==> src/hdl/rpb_pkg.sv <==
package rpb_pkg;

  // channel and color geometry
  localparam int unsigned RpbChan     = 5;
  localparam int unsigned RpbNumChan  = 3;
  localparam int unsigned RpbColorW   = RpbChan * RpbNumChan;
  localparam int unsigned RpbInColorW = 16;
  localparam int unsigned RpbCfgW     = 8;
  localparam int unsigned RpbFracBits = 8;

  // divider: numerator is |t-s| << 8, padded to RpbDivW bits
  localparam int unsigned RpbDivW         = 16;
  localparam int unsigned RpbDivStages    = 4;
  localparam int unsigned RpbBitsPerStage = RpbDivW / RpbDivStages;
  localparam int unsigned RpbDivPad       = RpbDivW - RpbChan - RpbFracBits;

  // signed per-step increment and its product with the step count
  localparam int unsigned RpbPerW  = RpbChan + RpbFracBits + 1;
  localparam int unsigned RpbProdW = RpbPerW + RpbCfgW + 1;

  // queue between front and back
  localparam int unsigned RpbFifoDepth = 4;

  // register map (word index) and reset values
  localparam logic RegTotalSteps  = 1'b0;
  localparam logic RegCurrentStep = 1'b1;
  localparam logic [RpbCfgW-1:0] TotalStepsRst  = 8'd16;
  localparam logic [RpbCfgW-1:0] CurrentStepRst = 8'd0;

  typedef enum logic [1:0] {
    MODE_START  = 2'd0,
    MODE_TARGET = 2'd1,
    MODE_BLEND  = 2'd2
  } mode_e;

  typedef struct packed {
    logic [RpbCfgW-1:0] total_steps;
    logic [RpbCfgW-1:0] current_step;
  } cfg_t;

  // one classified item as it sits in the queue
  typedef struct packed {
    mode_e                                mode;
    logic [RpbColorW-1:0]                 start;
    logic [RpbColorW-1:0]                 target;
    logic [RpbNumChan-1:0][RpbChan-1:0]   mag;
    logic [RpbNumChan-1:0]                neg;
    logic                                 last;
  } q_entry_t;

  // restoring divider state for one channel
  typedef struct packed {
    logic [RpbCfgW-1:0] rem;
    logic [RpbDivW-1:0] num;
    logic [RpbDivW-1:0] quo;
  } div_acc_t;

  typedef struct packed {
    mode_e                           mode;
    logic [RpbColorW-1:0]            start;
    logic [RpbColorW-1:0]            target;
    logic [RpbNumChan-1:0]           neg;
    logic                            last;
    div_acc_t [RpbNumChan-1:0]       acc;
  } div_stage_t;

  typedef struct packed {
    mode_e                                mode;
    logic [RpbColorW-1:0]                 start;
    logic [RpbColorW-1:0]                 target;
    logic                                 last;
    logic [RpbNumChan-1:0][RpbProdW-1:0]  prod;
  } prod_stage_t;

  // a few quotient bits of restoring division, MSB first
  function automatic div_acc_t div_iter(div_acc_t a, logic [RpbCfgW-1:0] d);
    div_acc_t   r;
    logic [RpbCfgW:0] sh;
    logic       qb;
    r = a;
    for (int i = 0; i < RpbBitsPerStage; i++) begin
      sh = {r.rem, r.num[RpbDivW-1]};
      r.num = {r.num[RpbDivW-2:0], 1'b0};
      qb = 1'b0;
      if (sh >= {1'b0, d}) begin
        sh = sh - {1'b0, d};
        qb = 1'b1;
      end
      r.rem = sh[RpbCfgW-1:0];
      r.quo = {r.quo[RpbDivW-2:0], qb};
    end
    return r;
  endfunction

endpackage

==> src/hdl/rpb_if.sv <==
interface rpb_in_if;
  logic        valid;
  logic        ready;
  logic [15:0] start_color;
  logic [15:0] target_color;
  logic        last_in;

  modport source (output valid, output start_color, output target_color, output last_in,
                  input ready);
  modport sink   (input valid, input start_color, input target_color, input last_in,
                  output ready);
endinterface

interface rpb_out_if;
  logic        valid;
  logic        ready;
  logic [14:0] blended_color;
  logic        last_out;

  modport source (output valid, output blended_color, output last_out, input ready);
  modport sink   (input valid, input blended_color, input last_out, output ready);
endinterface

==> src/hdl/rpb_front.sv <==
module rpb_front (
  rpb_in_if.sink           in_i,
  input  rpb_pkg::cfg_t    cfg_i,
  input  logic             full_i,
  output logic             push_o,
  output rpb_pkg::q_entry_t entry_o
);
  import rpb_pkg::*;

  logic [RpbColorW-1:0] s_col, t_col;
  logic [RpbChan-1:0]   s_c, t_c;

  assign s_col = in_i.start_color[RpbColorW-1:0];
  assign t_col = in_i.target_color[RpbColorW-1:0];

  // transfer whenever the queue has room
  assign in_i.ready = ~full_i;
  assign push_o     = in_i.valid & ~full_i;

  // classify by step and split the channel differences into sign and magnitude
  always_comb begin
    s_c = '0;
    t_c = '0;
    entry_o.start  = s_col;
    entry_o.target = t_col;
    entry_o.last   = in_i.last_in;
    if (cfg_i.current_step == '0) begin
      entry_o.mode = MODE_START;
    end else if (cfg_i.current_step >= cfg_i.total_steps) begin
      entry_o.mode = MODE_TARGET;
    end else begin
      entry_o.mode = MODE_BLEND;
    end
    for (int c = 0; c < RpbNumChan; c++) begin
      s_c = s_col[c*RpbChan +: RpbChan];
      t_c = t_col[c*RpbChan +: RpbChan];
      entry_o.neg[c] = (t_c < s_c);
      entry_o.mag[c] = (t_c < s_c) ? (s_c - t_c) : (t_c - s_c);
    end
  end

endmodule

==> src/hdl/rpb_fifo.sv <==
module rpb_fifo #(
  parameter int unsigned Depth = rpb_pkg::RpbFifoDepth
) (
  input  logic              clk_i,
  input  logic              rst_ni,
  input  logic              push_i,
  input  rpb_pkg::q_entry_t wdata_i,
  output logic              full_o,
  input  logic              pop_i,
  output logic              valid_o,
  output rpb_pkg::q_entry_t rdata_o
);
  import rpb_pkg::*;

  localparam int unsigned PtrW = (Depth > 1) ? $clog2(Depth) : 1;
  localparam int unsigned CntW = $clog2(Depth + 1);
  localparam logic [PtrW-1:0] LastPtr = PtrW'(Depth - 1);
  localparam logic [CntW-1:0] FullCnt = CntW'(Depth);

  q_entry_t        mem_q [Depth];
  logic [PtrW-1:0] wr_ptr_q, wr_ptr_d, rd_ptr_q, rd_ptr_d;
  logic [CntW-1:0] cnt_q, cnt_d;
  logic            do_push, do_pop;

  assign full_o  = (cnt_q == FullCnt);
  assign valid_o = (cnt_q != '0);
  assign rdata_o = mem_q[rd_ptr_q];
  assign do_push = push_i & ~full_o;
  assign do_pop  = pop_i & valid_o;

  // pointer and fill count update
  always_comb begin
    wr_ptr_d = wr_ptr_q;
    rd_ptr_d = rd_ptr_q;
    cnt_d    = cnt_q;
    if (do_push) begin
      wr_ptr_d = (wr_ptr_q == LastPtr) ? '0 : wr_ptr_q + 1'b1;
    end
    if (do_pop) begin
      rd_ptr_d = (rd_ptr_q == LastPtr) ? '0 : rd_ptr_q + 1'b1;
    end
    if (do_push && !do_pop) begin
      cnt_d = cnt_q + 1'b1;
    end else if (do_pop && !do_push) begin
      cnt_d = cnt_q - 1'b1;
    end
  end

  always_ff @(posedge clk_i or negedge rst_ni) begin
    if (!rst_ni) begin
      wr_ptr_q <= '0;
      rd_ptr_q <= '0;
      cnt_q    <= '0;
    end else begin
      wr_ptr_q <= wr_ptr_d;
      rd_ptr_q <= rd_ptr_d;
      cnt_q    <= cnt_d;
    end
  end

  // storage, no reset needed
  always_ff @(posedge clk_i) begin
    if (do_push) begin
      mem_q[wr_ptr_q] <= wdata_i;
    end
  end

endmodule

==> src/hdl/rpb_back.sv <==
module rpb_back (
  input  logic              clk_i,
  input  logic              rst_ni,
  input  rpb_pkg::cfg_t     cfg_i,
  input  logic              valid_i,
  input  rpb_pkg::q_entry_t entry_i,
  output logic              pop_o,
  rpb_out_if.source         out_o
);
  import rpb_pkg::*;

  div_stage_t                div_first;
  div_stage_t                div_q [RpbDivStages];
  div_stage_t                div_d [RpbDivStages];
  logic [RpbDivStages-1:0]   div_vld_q, div_rdy;

  prod_stage_t               prd_q, prd_d;
  logic                      prd_vld_q, prd_rdy;

  logic                      out_vld_q, out_rdy;
  logic [RpbColorW-1:0]      out_col_q, out_col_d;
  logic                      out_last_q;

  logic signed [RpbPerW-1:0]  per;
  logic signed [RpbCfgW:0]    stp;
  logic [RpbPerW-1:0]         pq;
  logic [RpbChan-1:0]         ch;
  logic [RpbColorW-1:0]       blend;

  // elastic ready chain, output register first
  always_comb begin
    out_rdy = ~out_vld_q | out_o.ready;
    prd_rdy = ~prd_vld_q | out_rdy;
    div_rdy[RpbDivStages-1] = ~div_vld_q[RpbDivStages-1] | prd_rdy;
    for (int k = RpbDivStages - 2; k >= 0; k--) begin
      div_rdy[k] = ~div_vld_q[k] | div_rdy[k+1];
    end
  end

  assign pop_o = valid_i & div_rdy[0];

  // seed the dividers: numerator is |t-s| with 8 fraction bits
  always_comb begin
    div_first.mode   = entry_i.mode;
    div_first.start  = entry_i.start;
    div_first.target = entry_i.target;
    div_first.neg    = entry_i.neg;
    div_first.last   = entry_i.last;
    for (int c = 0; c < RpbNumChan; c++) begin
      div_first.acc[c].rem = '0;
      div_first.acc[c].quo = '0;
      div_first.acc[c].num = {RpbDivPad'(0), entry_i.mag[c], RpbFracBits'(0)};
    end
  end

  // divider stages, a few quotient bits each
  always_comb begin
    for (int k = 0; k < RpbDivStages; k++) begin
      div_d[k] = (k == 0) ? div_first : div_q[(k == 0) ? 0 : k - 1];
      for (int c = 0; c < RpbNumChan; c++) begin
        div_d[k].acc[c] = div_iter(div_d[k].acc[c], cfg_i.total_steps);
      end
    end
  end

  always_ff @(posedge clk_i or negedge rst_ni) begin
    if (!rst_ni) begin
      div_vld_q <= '0;
    end else begin
      for (int k = 0; k < RpbDivStages; k++) begin
        if (div_rdy[k]) begin
          div_vld_q[k] <= (k == 0) ? valid_i : div_vld_q[(k == 0) ? 0 : k - 1];
        end
      end
    end
  end

  always_ff @(posedge clk_i) begin
    for (int k = 0; k < RpbDivStages; k++) begin
      if (div_rdy[k]) begin
        div_q[k] <= div_d[k];
      end
    end
  end

  // signed increment per step times the current step
  always_comb begin
    pq  = '0;
    per = '0;
    stp = $signed({1'b0, cfg_i.current_step});
    prd_d.mode   = div_q[RpbDivStages-1].mode;
    prd_d.start  = div_q[RpbDivStages-1].start;
    prd_d.target = div_q[RpbDivStages-1].target;
    prd_d.last   = div_q[RpbDivStages-1].last;
    for (int c = 0; c < RpbNumChan; c++) begin
      pq  = {1'b0, div_q[RpbDivStages-1].acc[c].quo[RpbPerW-2:0]};
      per = div_q[RpbDivStages-1].neg[c] ? $signed(-pq) : $signed(pq);
      prd_d.prod[c] = RpbProdW'(per * stp);
    end
  end

  always_ff @(posedge clk_i or negedge rst_ni) begin
    if (!rst_ni) begin
      prd_vld_q <= 1'b0;
    end else if (prd_rdy) begin
      prd_vld_q <= div_vld_q[RpbDivStages-1];
    end
  end

  always_ff @(posedge clk_i) begin
    if (prd_rdy) begin
      prd_q <= prd_d;
    end
  end

  // floor shift by 8 and add, wrapping per channel; then pick by mode
  always_comb begin
    ch    = '0;
    blend = '0;
    for (int c = 0; c < RpbNumChan; c++) begin
      ch = prd_q.start[c*RpbChan +: RpbChan] + prd_q.prod[c][RpbFracBits +: RpbChan];
      blend[c*RpbChan +: RpbChan] = ch;
    end
    case (prd_q.mode)
      MODE_START:  out_col_d = prd_q.start;
      MODE_TARGET: out_col_d = prd_q.target;
      MODE_BLEND:  out_col_d = blend;
      default:     out_col_d = blend;
    endcase
  end

  always_ff @(posedge clk_i or negedge rst_ni) begin
    if (!rst_ni) begin
      out_vld_q <= 1'b0;
    end else if (out_rdy) begin
      out_vld_q <= prd_vld_q;
    end
  end

  always_ff @(posedge clk_i) begin
    if (out_rdy) begin
      out_col_q  <= out_col_d;
      out_last_q <= prd_q.last;
    end
  end

  assign out_o.valid         = out_vld_q;
  assign out_o.blended_color = out_col_q;
  assign out_o.last_out      = out_last_q;

endmodule

==> src/hdl/rgb555_palette_blend_top.sv <==
// RGB555 fade step.
// in_i carries a start and a target color (bit 15 ignored) plus a last flag;
// out_o returns the color at current_step of a fade total_steps long, with
// the last flag copied. Both channels use valid/ready; a transfer happens
// when both are high. One result per input, in order.
// Registers sit on the APB port: total_steps at 0x0, current_step at 0x4,
// low 8 bits kept; write them only while no items are in flight.
// Throughput: one item per cycle while out_o.ready stays high. After the
// input transfer an item passes through the queue, four pipelined divider
// stages (4 quotient bits each), one multiply stage and the output
// register.
// When the receiver stalls, the pipeline stages fill up behind the output
// register and then the queue (FifoDepth entries) absorbs further items
// before in_i.ready drops.
// Reset empties the queue and pipeline and sets total_steps to 16 and
// current_step to 0.
module rgb555_palette_blend_top #(
  parameter int unsigned FifoDepth = rpb_pkg::RpbFifoDepth
) (
  input  logic        clk_i,
  input  logic        rst_ni,
  rpb_in_if.sink      in_i,
  rpb_out_if.source   out_o,
  input  logic        psel,
  input  logic        penable,
  input  logic        pwrite,
  input  logic [2:0]  paddr,
  input  logic [31:0] pwdata,
  output logic [31:0] prdata,
  output logic        pready
);
  import rpb_pkg::*;

  cfg_t     cfg_q, cfg_d;
  logic     wr_en;
  logic     reg_idx;
  logic     push, full, pop, q_valid;
  q_entry_t q_wdata, q_rdata;

  // register file
  assign pready  = 1'b1;
  assign reg_idx = paddr[2];
  assign wr_en   = psel & penable & pwrite & pready;

  always_comb begin
    cfg_d = cfg_q;
    if (wr_en) begin
      case (reg_idx)
        RegTotalSteps:  cfg_d.total_steps  = pwdata[RpbCfgW-1:0];
        RegCurrentStep: cfg_d.current_step = pwdata[RpbCfgW-1:0];
        default:        cfg_d = cfg_q;
      endcase
    end
  end

  always_ff @(posedge clk_i or negedge rst_ni) begin
    if (!rst_ni) begin
      cfg_q.total_steps  <= TotalStepsRst;
      cfg_q.current_step <= CurrentStepRst;
    end else begin
      cfg_q <= cfg_d;
    end
  end

  always_comb begin
    case (reg_idx)
      RegTotalSteps:  prdata = {(32 - RpbCfgW)'(0), cfg_q.total_steps};
      RegCurrentStep: prdata = {(32 - RpbCfgW)'(0), cfg_q.current_step};
      default:        prdata = '0;
    endcase
  end

  rpb_front u_front (
    .in_i    (in_i),
    .cfg_i   (cfg_q),
    .full_i  (full),
    .push_o  (push),
    .entry_o (q_wdata)
  );

  rpb_fifo #(
    .Depth (FifoDepth)
  ) u_fifo (
    .clk_i   (clk_i),
    .rst_ni  (rst_ni),
    .push_i  (push),
    .wdata_i (q_wdata),
    .full_o  (full),
    .pop_i   (pop),
    .valid_o (q_valid),
    .rdata_o (q_rdata)
  );

  rpb_back u_back (
    .clk_i   (clk_i),
    .rst_ni  (rst_ni),
    .cfg_i   (cfg_q),
    .valid_i (q_valid),
    .entry_i (q_rdata),
    .pop_o   (pop),
    .out_o   (out_o)
  );

endmodule
==> src/flat_wrapper.sv <==
// flat-port wrapper written by rule: the top's interface ports become plain ports
module rgb555_palette_blend_top_flat import rpb_pkg::*;
#(
  parameter int unsigned FifoDepth = rpb_pkg::RpbFifoDepth
)
  (clk_i, rst_ni, psel, penable, pwrite, paddr, pwdata, prdata, pready, in_i_valid, in_i_start_color, in_i_target_color, in_i_last_in, in_i_ready, out_o_valid, out_o_blended_color, out_o_last_out, out_o_ready);
  rpb_in_if in_i_i ();
  rpb_out_if out_o_i ();
  input  logic clk_i;
  input  logic rst_ni;
  input  logic psel;
  input  logic penable;
  input  logic pwrite;
  input  logic [2:0] paddr;
  input  logic [31:0] pwdata;
  output logic [31:0] prdata;
  output logic pready;
  input wire logic [$bits(in_i_i.valid)-1:0] in_i_valid;
  input wire logic [$bits(in_i_i.start_color)-1:0] in_i_start_color;
  input wire logic [$bits(in_i_i.target_color)-1:0] in_i_target_color;
  input wire logic [$bits(in_i_i.last_in)-1:0] in_i_last_in;
  output wire logic [$bits(in_i_i.ready)-1:0] in_i_ready;
  output wire logic [$bits(out_o_i.valid)-1:0] out_o_valid;
  output wire logic [$bits(out_o_i.blended_color)-1:0] out_o_blended_color;
  output wire logic [$bits(out_o_i.last_out)-1:0] out_o_last_out;
  input wire logic [$bits(out_o_i.ready)-1:0] out_o_ready;
  assign in_i_i.valid = in_i_valid;
  assign in_i_i.start_color = in_i_start_color;
  assign in_i_i.target_color = in_i_target_color;
  assign in_i_i.last_in = in_i_last_in;
  assign in_i_ready = in_i_i.ready;
  assign out_o_valid = out_o_i.valid;
  assign out_o_blended_color = out_o_i.blended_color;
  assign out_o_last_out = out_o_i.last_out;
  assign out_o_i.ready = out_o_ready;
  rgb555_palette_blend_top #(.FifoDepth(FifoDepth)) u_core (.clk_i(clk_i), .rst_ni(rst_ni), .in_i(in_i_i), .out_o(out_o_i), .psel(psel), .penable(penable), .pwrite(pwrite), .paddr(paddr), .pwdata(pwdata), .prdata(prdata), .pready(pready));
endmodule
==> config.mk <==
export PLATFORM = sky130hd
export DESIGN_NAME = rgb555_palette_blend_top_flat
export DESIGN_NICKNAME = d
export VERILOG_FILES = /design/src/hdl/rpb_pkg.sv /design/src/hdl/rpb_if.sv /design/src/hdl/rpb_front.sv /design/src/hdl/rpb_fifo.sv /design/src/hdl/rpb_back.sv /design/src/hdl/rgb555_palette_blend_top.sv /design/src/flat_wrapper.sv
export SDC_FILE = /design/constraint.sdc
export NUM_CORES = 2
export LEC_CHECK = 0
export BUFFER_PORTS_ARGS = -buffer_cell sky130_fd_sc_hd__buf_2
export CORE_MARGIN = 3
export CORE_UTILIZATION = 44
export CTS_BUF_LIST = sky130_fd_sc_hd__clkbuf_4
export DETAILED_ROUTE_END_ITERATION = 7
export GPL_ROUTABILITY_DRIVEN = 0
export GPL_TIMING_DRIVEN = 1
export PLACE_DENSITY = 0.7
export SLEW_MARGIN = 10
export SYNTH_ARGS = -nofsm -noshare
export SYNTH_HDL_FRONTEND = slang
export SYNTH_SLANG_ARGS = --single-unit
==> constraint.sdc <==
create_clock -name clk_i -period 11.6 [get_ports clk_i]
set_clock_uncertainty 0.2 [all_clocks]
set_input_delay 1.16 -clock clk_i [delete_from_list [all_inputs] [get_ports clk_i]]
set_output_delay 1.16 -clock clk_i [all_outputs]
set_load 0.01 [all_outputs]
# Word level (Yosys, flattened, before mapping)
# Memory sizes are Yosys's and may differ from the RTL's.
# Cells that the tools add are included.
# W data, S select, Z words.
[totals] input_bits=75 regBits=117 memories=2 wordCells=271 ram_bits=780 out_inout_bits=51
[mem_list] memory="u_core.u_back.div_q" depth=4 width=144 rd=4 rd_ports_with_merged_regs=0 wr=4 line="rpb_back.sv:13" text="div_stage_t div_q [RpbDivStages];"
[mem_list] memory="u_core.u_fifo.mem_q" depth=4 width=51 rd=1 rd_ports_with_merged_regs=0 wr=1 line="rpb_fifo.sv:20" text="q_entry_t mem_q [Depth];"
[op_classes] eq_ne=4 mul=3 order_cmp=46 n_bitwise=20 mux=108 n_reduce_logical=10 n_addsub=58
[op_table] op="$ge A9 B8 Y1" n=41
[op_table] op="$mux W8" n=42
[op_table] op="$sub A8 B8 Y8" n=41
[op_table] op="$pmux W32 S2" n=1
[op_table] op="$mux W1" n=52
[op_table] op="$mul A14 B9 Y13" n=3
[op_table] op="$mux W14" n=3
[op_table] op="$neg A13 Y14" n=3
[op_table] op="$pmux W15 S2" n=1
[op_table] op="$sub A5 B5 Y5" n=6
[op_table] op="$add A5 B5 Y5" n=3
[op_table] op="$lt A5 B5 Y1" n=3
[op_table] op="$mux W5" n=3
[op_table] op="$ge A1 B8 Y1 const A" n=1
[op_table] op="$ge A8 B8 Y1" n=1
[op_table] op="$logic_not A8 Y1" n=1
[op_table] op="$mux W2" n=4
[op_table] op="$not A1 Y1" n=8
[op_table] op="$sub A1 B8 Y8 const A" n=1
[op_table] op="$and A1 B1 Y1" n=6
[op_table] op="$mux W3" n=2
[op_table] op="$or A1 B1 Y1" n=6
[op_table] op="$add A2 B1 Y2 const B" n=2
[op_table] op="$eq A2 B2 Y1 const B" n=2
[op_table] op="other kinds (10)" n=13

# Logic depth before layout (Yosys ltp)
[depth] ltp_word=12 mapped_depth=40 depth_no_buf=37

# Hierarchy
# A second synthesis with hierarchy kept.
[hier_totals] hier_cells=3883 area_unflattened_um2=44420.1
[by_module_without_submodules] mod="rpb_back" area_per_inst_um2=34100.2 n_inst=1 seq_area_each_um2=11441.0 cells_per_inst=3323
[by_module_without_submodules] mod="rpb_fifo" area_per_inst_um2=7881.3 n_inst=1 seq_area_each_um2=6301.0 cells_per_inst=304
[by_module_without_submodules] mod="rpb_front" area_per_inst_um2=1515.2 n_inst=1 seq_area_each_um2=0.0 cells_per_inst=186
[by_module_without_submodules] mod="rgb555_palette_blend_top" area_per_inst_um2=923.4 n_inst=1 seq_area_each_um2=401.6 cells_per_inst=70

# Least setup slack after synthesis
# Ideal clock, no wire load.
[synth_path] path_type="register to register" from="reg u_core.cfg_q[9] (netlist bit)" to="mem u_core.u_back.div_q[2][67] (netlist bit), data pin" setup_time_ns=0.260 t_arrival_ns=9.361 n_path_buf=2 required_time_ns=11.140 stages_incl_launch_ff=31 slack_ns=1.779 synth_period_minus_slack_ns=9.821 cell_sequence="dfrtp_1 > inv_1 > ha_1 > nor2b_1 > o31a_1 > o311a_4 > nor3_4 > inv_2 > mux2_2 > ha_1 > and3_1 > o21ai_0 > nand3_1 > a22o_1 > or3_1 > buf_6 > mux2_4 > ha_1 > and3_1 > a311o_1 > o221ai_1 > o31a_1 > buf_6 > mux2_4 > ha_1 > and2_1 > a311oi_1 > o21a_1 > o21ai_0 > mux2i_4 > mux2_2"
[synth_lines] element="start, declared" line="rgb555_palette_blend_top.sv:34" text="cfg_t cfg_q, cfg_d;"
[synth_lines] element="start signal, assigned" line="rgb555_palette_blend_top.sv:61" text="cfg_q <= cfg_d;"
[synth_lines] element="end, declared" line="rpb_back.sv:13"

==> load_flow_metrics.sql <==
INSERT INTO impl_metrics (metric_group, metric, value, unit) VALUES
('status', 'outcome', 'complete, no violations', ''),
('logic_synthesis', 'number_of_enable_flip_flop_cells_after_synthesis', '580', ''),
('detailed_routing', 'wl_per_cell', '18.3', 'um'),
('logic_synthesis', 'synth_async_sr_flop_share', '4.76', '%'),
('detailed_routing', 'drtPass1Iterations', '5', ''),
('grt', 'first_global_vias', '31400', ''),
('clocking', 'cts-htree-levels', '4', ''),
('clocking', 'root_buffer_cell', 'clkbuf_4', ''),
('floorplan', 'floorplan.core_area', '101000', 'sq um'),
('setup_path', 'master_of_the_slowest_instance_on_the_critical_path', 'mux2i_1', ''),
('logic_synthesis', 'synth.mux.area_fraction', '7.94', '%'),
('logic_synthesis', 'postSynthCellCount', '4034', ''),
('clocking', 'post_cts.repair.setup_buffers', '0', ''),
('logic_synthesis', 'synth_cell_types', '110', ''),
('timing', 'period_share', '86.9', '%'),
('floorplan', 'die_area', '106000', 'sq um'),
('timing', 'slew_viol_final', '0', ''),
('timing', 'final_period_minus_worst_setup_slack', '10080', 'ps'),
('floorplan', 'floorplan.io_pins', '126', ''),
('timing', 'rsz0062_at_grt', 'false', ''),
('flow_run', 'max_cap_violations', '0', ''),
('clocking', 'clkLatencyLatePin', '1000', 'ps'),
('detailed_routing', 'dr.first_iter.drc_count', '2049', ''),
('logic_synthesis', 'yosys_warning_count', '0', ''),
('grt', 'grt_pass1_wl', '167000', 'um'),
('clocking', 'cts_made_buffers', '150', ''),
('logic_synthesis', 'top_area_cells_in_the_synthesized_netlist', 'edfxtp_1, ha_1, fa_1, mux2_2, xnor2_1', ''),
('detailed_routing', 'via_count', '31400', ''),
('logic_synthesis', 'postSynthRegisterBits', '609', ''),
('grt', 'grt_max_degree', '77', ''),
('clocking', 'tritoncts_num_sinks', '609', ''),
('detailed_routing', 'antenna_left', '0', ''),
('logic_synthesis', 'synth_fa_ha_area_share', '18.3', '%'),
('floorplan', 'fp.dieW', '326', 'um'),
('detailed_routing', 'drc', '0', ''),
('logic_synthesis', 'synth-seq-area-share', '40.2', '%'),
('layout', 'mostFrequentLayoutCell', 'edfxtp_1', ''),
('setup_path', 'worstSetupEndpointType', 'register', ''),
('timing', 'tns', '0', 'ps'),
('timing', 'hold_violations', '0', ''),
('timing', 'worst_slew_margin_rel', '26.4', '%'),
('detailed_routing', 'drt_wl_total', '104000', 'um'),
('clocking', 'cts_hold_repair.buffers', '0', ''),
('setup_path', 'cpLargestDelayFamily', 'compound AO/OA/AOI/OAI gates', ''),
('timing', 'worst_pin_slew', '1100', 'ps'),
('clocking', 'worst_setup_hold_path_clk_slew', '70', 'ps'),
('clocking', 'cts_tree', 'built', ''),
('placement', 'post-dp-hpwl', '74400', 'um'),
('setup_path', 'critical_path_required', '12020', 'ps'),
('setup_path', 'timing.critical_path.buf_inv', '4', ''),
('layout', 'layout.filler_cells', '9077', ''),
('layout', 'layout.nets', '4856', ''),
('logic_synthesis', 'synth_area_in_compound_gates', '12.1', '%'),
('logic_synthesis', 'synth_top_cell_area_share', '38.6', '%'),
('placement', 'buffer_ports.inserted', '72', ''),
('layout', 'drive_above_1_share', '15.1', '%'),
('logic_synthesis', 'synth_area', '45100', 'sq um'),
('timing', 'max_freq', '0.0992', 'GHz'),
('floorplan', 'die-height', '326', 'um'),
('floorplan', 'initial_core_utilization', '44.7', '%'),
('setup_path', 'max_stage_delay', '610', 'ps'),
('setup_path', 'setup.worst_path.class', 'register to register', ''),
('logic_synthesis', 'synthesis.area_per_instance', '11.2', 'sq um'),
('detailed_routing', 'routed_via_density', '5.53', ''),
('worst_hold_path', 'timing.hold.worst.class', 'input pin to asynchronous set/reset pin', ''),
('logic_synthesis', 'synth_area_leader_cell', 'edfxtp_1', ''),
('timing', 'final_setup_violating_endpoints', '0', ''),
('grt', 'globalRouteTotalUtil', '19.5', '%'),
('setup_path', 'cp_max_fo', '21', ''),
('grt', 'grt-ovfl-total', '0', ''),
('logic_synthesis', 'dominant_combinational_cell_family_by_area_after_synthesis', 'adder cells', ''),
('logic_synthesis', 'yosys_most_used_dff', 'edfxtp_1', ''),
('floorplan', 'floorplan.rows', '116', ''),
('clocking', 'clockBufferDepth', '3', ''),
('grt', 'initial_antenna_violation_count', '4', ''),
('logic_synthesis', 'synth-xor-area-share', '5.05', '%'),
('clocking', 'post_cts.resized_instances', '0', ''),
('logic_synthesis', 'synth_simple_gate_area_share', '12.2', '%'),
('layout', 'area.growth.synth_to_final', '8.75', '%'),
('layout', 'leading_cell_types_in_the_layout_fill_and_taps_excluded', 'edfxtp_1, ha_1, inv_1', ''),
('setup_path', 'worst_setup_path_start_kind', 'register', ''),
('setup_path', 'critical_path_arrival', '10490', 'ps');
[synthesized netlist by cell type (19+ instances only)]
| cell type | count |
|---|---|
| and2_1 | 119 |
| or2_2 | 25 |
| buf_4 | 26 |
| o21ai_0 | 200 |
| fa_1 | 154 |
| o31a_1 | 23 |
| and3_1 | 30 |
| xor2_1 | 73 |
| a21o_1 | 75 |
| nand2b_1 | 61 |
| clkbuf_1 | 66 |
| xnor2_1 | 172 |
| nor3_1 | 73 |
| ha_1 | 415 |
| dfrtp_1 | 28 |
| nor2b_1 | 82 |
| a21oi_1 | 166 |
| o31ai_1 | 24 |
| nand3_1 | 63 |
| mux4_2 | 48 |
| nand4_1 | 28 |
| inv_1 | 341 |
| a31oi_1 | 22 |
| nor2_1 | 217 |
| nand2_1 | 249 |
| a211oi_1 | 26 |
| o211ai_1 | 19 |
| or3_1 | 32 |
| o21a_1 | 79 |
| mux2i_1 | 51 |
| edfxtp_1 | 580 |
| mux2_2 | 138 |
[worst paths after layout]
check	startpoint	slack (ps)	cells after the start	endpoint
hold reg to reg	u_core.u_back.div_q[3][135]$_DFFE_PP_	190	0	u_core.u_back.prd_q[93]$_DFFE_PP_
setup / recovery	u_core.cfg_q[13]$_DFFE_PN0P_	1520	33	u_core.u_back.div_q[2][104]$_DFFE_PP_
max in group asynchronous	rst_ni	10470	1	u_core.cfg_q[8]$_DFFE_PN0P_
hold / removal	rst_ni	90	1	u_core.u_fifo.rd_ptr_q[1]$_DFFE_PN0P_
min in group clk_i	u_core.u_back.div_q[3][135]$_DFFE_PP_	190	0	u_core.u_back.prd_q[93]$_DFFE_PP_
setup reg to reg	u_core.cfg_q[13]$_DFFE_PN0P_	1520	33	u_core.u_back.div_q[2][104]$_DFFE_PP_
[flip-flops by register name, summed over array words and instances, names as in the netlist]
name                               flops
u_core.u_back.div_q                  312
u_core.u_back.prd_vld_q                1
u_core.u_back.out_o.valid              1
u_core.u_fifo.wr_ptr_q                 2
u_core.u_fifo.cnt_q                    3
u_core.u_fifo.rd_ptr_q                 2
u_core.u_back.div_vld_q                4
u_core.u_fifo.mem_q                  204
u_core.u_back.prd_q                   48
u_core.u_back.out_o.blended_color     15
u_core.cfg_q                          16
u_core.u_back.out_o.last_out           1
[final cells by class]
type | count | area [sq um] | share of cell area [%]
Tap cell | 1357 | 1700 | 3.46
Clock inverter | 50 | 358 | 0.729
Multi-Input combinational cell | 2986 | 25300 | 51.5
Antenna cell | 3 | 7.51 | 0.0153
Sequential cell | 609 | 18100 | 37.0
Clock buffer | 214 | 1610 | 3.27
Inverter | 349 | 1310 | 2.67
Timing Repair Buffer | 116 | 691 | 1.41
[kinds of logic after synthesis]
group,Yosys count
compound gates,812
xor+xnor,251
fa+ha+maj,569
buf+inv,465
flops,609
mux,265
other cells,2
simple gates,1061
[routing by layer]
layer  wire (um)  vias up  global-route usage [%]
met1       46100    15300                    26.0
met4        3390        4                    7.38
met3        5060      184                    2.35
met5          14        -                       0
met2       49500      787                    32.4
li1            -    15200                       -
[through the flow]
stage	hold WS [ps]	cells	setup WS, ps	util, %	instance area (sq um)
after global placement	201	5417	1750	46.7	47100
final	94.2	5684	1520	48.7	49100
after detailed placement	205	5417	1540	46.7	47100
after global routing	70.1	5682	553	48.7	49100
after CTS	1.09	5681	1620	48.6	49100
after floorplan	200	4060	1780	-	45200
Power is not shown: default switching activity piles up to over one toggle a cycle in this logic, so the estimate is an artifact.
